===== src/design/mwuf_pkg.sv =====
package mwuf_pkg;

  // Field widths of the wall and result transfers
  localparam int COORD_W   = 6;
  localparam int CFG_W     = 7;
  localparam int CELL_W    = 12;
  localparam int IDX_W     = 13;
  localparam int KEPT_W    = 13;
  localparam int RANK_W    = 4;

  localparam logic [KEPT_W-1:0] KEPT_MAX = 13'd8191;
  localparam logic [RANK_W-1:0] RANK_MAX = 4'd15;

  // Register reset values
  localparam logic [CFG_W-1:0] COLUMNS_RESET = 7'd64;
  localparam logic [CFG_W-1:0] ROWS_RESET    = 7'd64;

  // Register indexes
  typedef logic [0:0] cfg_idx_t;
  localparam cfg_idx_t CFG_COLUMNS = 1'b0;
  localparam cfg_idx_t CFG_ROWS    = 1'b1;

  // Controller to datapath commands
  typedef struct packed {
    logic load_in;
    logic clr_wr;
    logic calc;
    logic rd_first;
    logic rd_second;
    logic walk_a;
    logic walk_b;
    logic do_merge;
    logic bump;
    logic out_load;
  } cmd_t;

  // Datapath to controller status
  typedef struct packed {
    logic clr_last;
    logic bad;
    logic at_root;
    logic bump_need;
  } sts_t;

endpackage


===== src/design/mwuf_ctrl.sv =====
module mwuf_ctrl (
  input  logic           clk,
  input  logic           rst_n,
  input  logic           in_valid,
  input  logic           in_restart,
  output logic           in_stall,
  output logic           out_valid,
  input  logic           out_stall,
  input  mwuf_pkg::sts_t sts,
  output mwuf_pkg::cmd_t cmd
);
  import mwuf_pkg::*;

  typedef enum logic [3:0] {
    S_CLEAR,
    S_IDLE,
    S_INDEX,
    S_FA_ISSUE,
    S_FA_WALK,
    S_FB_ISSUE,
    S_FB_WALK,
    S_MERGE,
    S_BUMP,
    S_RESULT
  } state_t;

  state_t state_r, state_nxt;
  logic   item_r, item_nxt;
  logic   out_valid_r, out_valid_nxt;

  // Decode state into datapath commands and the next state
  always_comb begin
    cmd           = '0;
    state_nxt     = state_r;
    item_nxt      = item_r;
    out_valid_nxt = out_valid_r;
    if (!out_stall) begin
      out_valid_nxt = 1'b0;
    end
    unique case (state_r)
      S_CLEAR: begin
        cmd.clr_wr = 1'b1;
        if (sts.clr_last) begin
          state_nxt = item_r ? S_INDEX : S_IDLE;
        end
      end
      S_IDLE: begin
        if (in_valid) begin
          cmd.load_in = 1'b1;
          item_nxt    = 1'b1;
          state_nxt   = in_restart ? S_CLEAR : S_INDEX;
        end
      end
      S_INDEX: begin
        cmd.calc  = 1'b1;
        state_nxt = S_FA_ISSUE;
      end
      S_FA_ISSUE: begin
        if (sts.bad) begin
          state_nxt = S_RESULT;
        end else begin
          cmd.rd_first = 1'b1;
          state_nxt    = S_FA_WALK;
        end
      end
      S_FA_WALK: begin
        cmd.walk_a = 1'b1;
        if (sts.at_root) begin
          state_nxt = S_FB_ISSUE;
        end
      end
      S_FB_ISSUE: begin
        cmd.rd_second = 1'b1;
        state_nxt     = S_FB_WALK;
      end
      S_FB_WALK: begin
        cmd.walk_b = 1'b1;
        if (sts.at_root) begin
          state_nxt = S_MERGE;
        end
      end
      S_MERGE: begin
        cmd.do_merge = 1'b1;
        state_nxt    = sts.bump_need ? S_BUMP : S_RESULT;
      end
      S_BUMP: begin
        cmd.bump  = 1'b1;
        state_nxt = S_RESULT;
      end
      S_RESULT: begin
        if (!out_valid_r || !out_stall) begin
          cmd.out_load  = 1'b1;
          out_valid_nxt = 1'b1;
          item_nxt      = 1'b0;
          state_nxt     = S_IDLE;
        end
      end
      default: begin
        state_nxt = S_IDLE;
      end
    endcase
  end

  // Hold state and registered outputs; reset starts a clearing sweep
  always_ff @(posedge clk) begin
    if (!rst_n) begin
      state_r     <= S_CLEAR;
      item_r      <= 1'b0;
      out_valid_r <= 1'b0;
    end else begin
      state_r     <= state_nxt;
      item_r      <= item_nxt;
      out_valid_r <= out_valid_nxt;
    end
  end

  assign in_stall  = (state_r != S_IDLE);
  assign out_valid = out_valid_r;

endmodule


===== config.mk =====
export PLATFORM = sky130hd
export DESIGN_NAME = mwuf_ctrl
export DESIGN_NICKNAME = d
export VERILOG_FILES = /design/src/design/mwuf_pkg.sv /design/src/design/mwuf_ctrl.sv
export SDC_FILE = /design/constraint.sdc
export NUM_CORES = 1
export LEC_CHECK = 0
export ABC_CLOCK_PERIOD_IN_PS = 1200
export BUFFER_PORTS_ARGS = -buffer_cell sky130_fd_sc_hd__buf_2
export CAP_MARGIN = 10
export CORE_AREA = 2 2 39 41
export DETAILED_ROUTE_END_ITERATION = 12
export DIE_AREA = 0 0 41 43
export GPL_ROUTABILITY_DRIVEN = 0
export GPL_TIMING_DRIVEN = 1
export HOLD_SLACK_MARGIN = 0.05
export PLACE_DENSITY = 0.73
export REMOVE_ABC_BUFFERS = 1
export SLEW_MARGIN = 25
export SYNTH_ARGS = -nofsm -noshare
export SYNTH_HDL_FRONTEND = slang
export SYNTH_SLANG_ARGS = --single-unit

===== constraint.sdc =====
create_clock -name clk -period 1.2 [get_ports clk]
set_input_delay 0.12 -clock clk [delete_from_list [all_inputs] [get_ports clk]]
set_output_delay 0.12 -clock clk [all_outputs]
set_load 0.01 [all_outputs]

==> results of run 1 <==
-- power groups by stage --
stage | Sequential (mW) | Clock [mW] | Combinational, mW
finish | 0.298 | 0.199 | 0.874
global placement | 0.293 | 0 | 0.592
CTS | 0.291 | 0.205 | 0.749
global route | 0.302 | 0.209 | 0.919
floorplan | 0.325 | 0 | 0.294
detailed placement | 0.295 | 0 | 0.600
-- state kept, by name (all words and copies together) (netlist names) --
signal,count
state_r,4
item_r,1
out_valid,1
-- worst min path at each step --
stage | to | depth (start not counted) | slack, ns | start
3_3_place_gp | state_r[1] | 4 | 0.40 | sts[1]
5_1_grt | state_r[0] | 2 | 0.16 | rst_n
3_5_place_dp | state_r[1] | 4 | 0.40 | sts[1]
6_report | state_r[1] | 4 | 0.15 | sts[1]
4_1_cts | state_r[1] | 4 | 0.13 | sts[1]
2_1_floorplan | state_r[0] | 1 | 0.25 | rst_n
-- layout make-up --
| type | instances | area share, % |
|---|---|---|
| clock buffer | 3 | 2.60 |
| inverter | 3 | 1.30 |
| multi-input combinational | 47 | 45.4 |
| sequential | 6 | 15.3 |
| tap | 16 | 2.32 |
| timing repair buffer | 41 | 33.0 |
-- worst register-to-register path, stage by stage (launching register included) --
cell and delay (ns):
dfxtp_4 0.34, buf_4 0.16, buf_4 0.16, a221o_1 0.31, o311a_1 0.32
-- timing repair --
action                                  4_1_cts  5_1_grt
resized for setup                            20       14
endpoints found under the hold margin         0        0
buffers inserted                             12        3
cloned                                        0        0
endpoints found under the setup margin       14       15
pin swaps                                     3        3
-- cells in the mapped netlist, drive strengths merged --
cell / number / area share (%)
a211o: 1 / 2.2
a21boi: 2 / 3.4
a21oi: 3 / 4.2
a221o: 1 / 2.2
a31oi: 1 / 1.4
and3: 2 / 2.8
buf: 3 / 3.4
dfxtp: 6 / 27
dlymetal6s2s: 1 / 2.8
inv: 3 / 2.5
nand2: 5 / 4.2
nand2b: 3 / 4.8
nand3: 3 / 3.4
nor2: 6 / 5.1
nor2b: 2 / 2.8
nor3: 7 / 7.9
nor3b: 1 / 1.7
nor4: 2 / 2.8
o211ai: 1 / 1.7
o21ai: 1 / 1.1
o22ai: 1 / 2.8
o311a: 1 / 2.2
o31ai: 1 / 1.7
o32ai: 1 / 2.0
or3: 2 / 3.9
-- metal layers --
layer  global-route usage, %  vias up  wire length (um)
li1                        -      300                 -
met5                       0        -                 0
met2                    31.9       21               932
met4                    11.3        0                44
met3                    4.71        9                78
met1                    24.8      284               659
-- logic make-up (layout without fill, tap and decap cells) --
group,Yosys count,after routing,synth area share (%)
compound gates,14,14,25.0
simple gates,33,33,39.3
buf+inv,7,47,8.71
flops,6,6,27.0
==> metrics.md, run 1 <==
| Metric | Value |
|---|---|
| Drt drc | 0 |
| Fin. Hold Viols | 0 |
| DR pass1 iterations | 4 |
| Comb power frac | a little under two thirds |
| Effective utilization at floorplan | 32.2% |
| Die Ht | 43 um |
| Crit-path slowest cell | or3_4 |
| WHS | 0.148 ns |
| Initial antenna violation count | 0 |
| Core area | 0.00138 mm2 |
| Relative slew slack | a little over four fifths |
| Final WS setup | -0.265 ns |
| Syn Inst Count | 60 |
| Layout Cells excl Fill | between 100 and 150 |
| Worst path top cell family by delay | simple AND/OR/NAND/NOR gates |
| Clock power share | roughly 14% |
| Clock Pin Slew Worst Setup and Hold Paths | 0.05 ns |
| Setup crit end kind | output port |
| Tcrit/Tclk final | 122% |
| Endpoints failing setup | 14 |
| Peak supply drop | 1080 uV |
| I/O pins | 21 |
| Max clock buf depth | 2 |
| Worst setup startpoint | state_r[1] |
| Slew @ Worst Pin | 0.243 ns |
| Yosys Warn Count | 0 |
| Area taken by flip-flops and latches | 133 um2 |
| Area of placed instances | 636 um2 |
| Dpl hpwl | 1030 um |
| Setup CP Type | flop to output port |
| Post-DR wirelength/cell | 14.8 um |
| Most frequent cells in the layout | buf_2 (18), buf_4 (17), buf_6 (6) |
| TritonCTS Buffers | 3 |
| # port buffers | 20 |
| Most common cell after layout, fill and taps aside | buf_2 |
| Via/cell ratio | approximately 5.3 |
| Post-layout min period | 1.47 ns |
| Design Area, Final | 865 um2 |
| Int Pwr | 821 uW |
| Nets@finish | 111 |
| CP max stage delay | 0.35 ns |
| Crit path DAT | 1.35 ns |
| Area grow syn2layout | 94.1% |
| GRT overflow | 0 |
| GRT Total Usage | 20.6% |
| Final Max Tran Viols | 0 |
| Clock latency on the worst-skew pair | 0.25 ns |
| RSZ-0062 raised after global routing | true |
| Synthesized flop and latch total | 6 |
| Rows | 14 |
| R2R Setup Slk | -0.21 ns |
| CTS tree | yes |
| FF-to-FF path depth | 4 |
| Post-Syn Area | 445 um2 |
| Final wirelength | 1710 um |
| Multi-input combinational cell area | 393 um2 |
| Post-route setup TNS | -1.87 ns |
| Worst Setup EP | cmd[0] |
| Worst Path Required | 1.08 ns |
| Initial detailed-routing violation count | 5 |
| F_max | a little under 700 MHz |
| CTS Hold Bufs | 0 |
| Pwr dens | about 1600 mW/mm2 |
| Via Count | 614 |
| Failing checks | negative setup slack |
| Hold Crit Class | primary input to flop |
| Die ar. | approximately 0.0018 mm2 |
| H-Tree Depth | 1 |
| Width of the die | 41 um |
| Clk root buf | clkbuf_4 |
| Antenna Cells | 0 |
| Lkg Pwr | 0.404 nW |
| Placed insts | 105 |
| Vias in the first global route | 582 |
| CP startpoint kind | flop |
| Max Cap Viol | 0 |
| Status | finished, violations left |
| Clock sinks | 6 |
| Worst Path Buf+Inv | 1 |
| Layout cells sized above 1 | 71.0% |
| Fillers | 109 |
| Critical path depth | 4 |
| Cells along the critical path | nand2b_4 -> or3_4 -> a21oi_4 -> buf_6 |
| Largest net degree at the start of global routing | 11 |
| Synth unique cells | 28 |
| Final ANT Viol Nets | 0 |
| Sw power | 551 uW |
| Share of the yosys chip area belonging to registers | 27.0% |
| Reg2reg end | state_r[0] |
| FF-to-FF Start | state_r[1] |
| Worst slack at placement | -0.112 ns |
| Switching share of power | 40.2% |
| Crit Path Max Fanout | 2 |
| Avg Cell Area, Syn | 7.42 um2 |
| Sequential Power Share | 21.7% |
| Setup Skew | 0.00461 ns |
| Utilization after layout | 62.5% |
| First-pass GRT wire length | between 2000 and 2500 um |
| Final Power | 1.37 mW |
No activity file was read; power rests on OpenSTA's default activity.
==> run 2, diff against run 1 <==
SETUP_SLACK_MARGIN = 0.4   (was unset)
==> run 2 against run 1 <==
  * The flow still finishes with violations (negative setup slack)
  * Clock power barely moved
  * Fmax rose by 0.42%
  * First-iteration DRC count rose by 120%
  * Global-route usage rose by 1.0 points
  * Worst setup slack improved by 0.0061 ns
  * Largest cell class unchanged
==> metrics.md, run 2 (synthesized netlist as in run 1, its figures left out) <==
| Metric | Value |
|---|---|
| Status | finished, violations left |
| Clk root buf | clkbuf_4 |
| Rows | 14 (unchanged) |
| GRT overflow | 0 (unchanged) |
| Relative slew slack | 84.7% (+0.90 points) |
| Reg with most FFs | state_r |
| F_max | 685 MHz (+0.42%) |
| RSZ-0062 raised after global routing | true |
| Setup crit end kind | output port |
| Crit path DAT | 1.34 ns (about the same) |
| Fin. Hold Viols | 0 (unchanged) |
| Most frequent cells in the layout | buf_2 (18), buf_4 (17), buf_6 (8) |
| CP startpoint kind | flop |
| Clock latency on the worst-skew pair | 0.25 ns (about the same) |
| Width of the die | 41 um (unchanged) |
| Setup Skew | 0.00893 ns (+0.00431 ns) |
| Post-layout min period | 1.46 ns (-0.00611 ns) |
| CTS tree | yes |
| Layout cells sized above 1 | 74.5% (+3.5 points) |
| Initial detailed-routing violation count | 11 (+6) |
| Tcrit/Tclk final | 122% (-0.51 points) |
| Clock sinks | 6 (unchanged) |
| Die Ht | 43 um (unchanged) |
| Die ar. | 0.00176 mm2 (unchanged) |
| M2 GR Usage | 32.5% (+0.63 points) |
| Via/cell ratio | 5.26 (-0.57%) |
| Utilization after layout | 64.9% (+2.4 points) |
| Failing checks | negative setup slack |
| Busiest layer in global routing | met2 |
| I/O pins | 21 (unchanged) |
| CTS Hold Bufs | 0 (unchanged) |
| CP max stage delay | 0.35 ns (about the same) |
| Lkg Pwr | 0.419 nW (+3.7%) |
| Core area | 0.00138 mm2 (unchanged) |
| Pwr dens | 1560 mW/mm2 (-1.9%) |
| Final ANT Viol Nets | 0 (unchanged) |
| Largest net degree at the start of global routing | 11 (unchanged) |
| H-Tree Depth | 1 (unchanged) |
| Slew @ Worst Pin | 0.229 ns (-0.0137 ns) |
| Nets@finish | 113 (+1.8%) |
| Initial antenna violation count | 0 (unchanged) |
| Area grow syn2layout | 102% |
| First-pass GRT wire length | 2550 um (+6.0%) |
| Clock Pin Slew Worst Setup and Hold Paths | 0.05 ns (about the same) |
| Dpl hpwl | 1030 um (unchanged) |
| Hold Crit Class | primary input to flop |
| GRT met3 Usage | 4.71% (unchanged) |
| Cells along the critical path | nand2b_4 -> or3_4 -> a21oi_2 -> buf_2 |
| Worst slack at placement | -0.112 ns (unchanged) |
| Max Cap Viol | 0 (unchanged) |
| Final WS setup | -0.259 ns (+0.00611 ns) |
| Max reg flops | 4 (unchanged) |
| # port buffers | 20 (unchanged) |
| Setup CP Type | flop to output port |
| Endpoints failing setup | 16 (+2) |
| Effective utilization at floorplan | 32.2% (unchanged) |
| Met1 Track Usage GR | 27.7% (+2.9 points) |
| Worst Path Required | 1.08 ns (about the same) |
| TritonCTS Buffers | 3 (unchanged) |
| Final wirelength | 1790 um (+4.6%) |
| WHS | 0.146 ns (-0.00189 ns) |
| Max clock buf depth | 2 (unchanged) |
| Final Max Tran Viols | 0 (unchanged) |
| Via Count | 621 (+1.1%) |
| GRT Total Usage | 21.6% (+1.0 points) |
| Crit Path Max Fanout | 2 (unchanged) |
| Vias in the first global route | 584 (+0.34%) |
| Antenna Cells | 0 (unchanged) |
| DR pass1 iterations | 4 (unchanged) |
| Peak supply drop | 860 uV (-20%) |
| Drt drc | 0 (unchanged) |
| Post-DR wirelength/cell | 15.2 um (+2.8%) |
| Crit-path slowest cell | or3_4 |
| Most common cell after layout, fill and taps aside | buf_2 |
| Fillers | 109 (unchanged) |
run 2: cell count changes in the layout (fill, tap and decap cells not counted), sizes merged:
cell and delta:
buf +2
run 2: worst paths after layout:
| path | from | end | slack (ns) | cells after the start |
|---|---|---|---|---|
| min | sts[1] | state_r[1] | 0.15 | 4 |
| max reg2reg | state_r[1] | state_r[0] | -0.25 | 6 |
| max | state_r[1] | cmd[0] | -0.26 | 4 |
| min reg2reg | item_r | item_r | 0.56 | 2 |
run 2: final cells by class:
class | count | area (um2) | share of cell area [%]
multi-input cells | 47 | 400 | 44.6
flip-flops and latches | 6 | 136 | 15.2
well taps | 16 | 20.0 | 2.23
clock buffers | 3 | 22.5 | 2.51
inverters | 3 | 11.3 | 1.25
repair buffers | 43 | 308 | 34.3
run 2: routing by layer:
metal,routed length (um),vias to the layer above
met2,955,25
li1,-,307
met3,99,6
met5,0,-
met4,36,0
met1,703,283
run 2: critical path: cells and delay by family (launching register included):
family          cells  cell delay [ns]
compound gates      1             0.12
buf+inv             1             0.14
simple gates        2             0.48
flops               1             0.34
run 2: report_power, final:
group          internal (mW)  switching, mW
logic                  0.466          0.439
clock network          0.114         0.0823
registers              0.250         0.0480
total                  0.829          0.569
run 2: what timing repair did:
action / in CTS / in global routing
gates resized for setup: 23 / 17
pin swaps: 3 / 6
endpoints found under the hold margin: 0 / 0
buffers inserted: 6 / 4
setup endpoints to repair: 18 / 18
run 2: stage by stage:
| stage | instances | setup TNS [ns] | total power, mW | cell area (um2) |
|---|---|---|---|---|
| after CTS | 114 | -1.82 | 1.25 | 796 |
| after detailed placement | 105 | -0.256 | 0.895 | 636 |
| after global placement | 105 | -0.192 | 0.884 | 636 |
| after global routing | 118 | -2.66 | 1.48 | 898 |
| final | 118 | -2.14 | 1.40 | 898 |
| after floorplan | 56 | -0.571 | 0.619 | 418 |
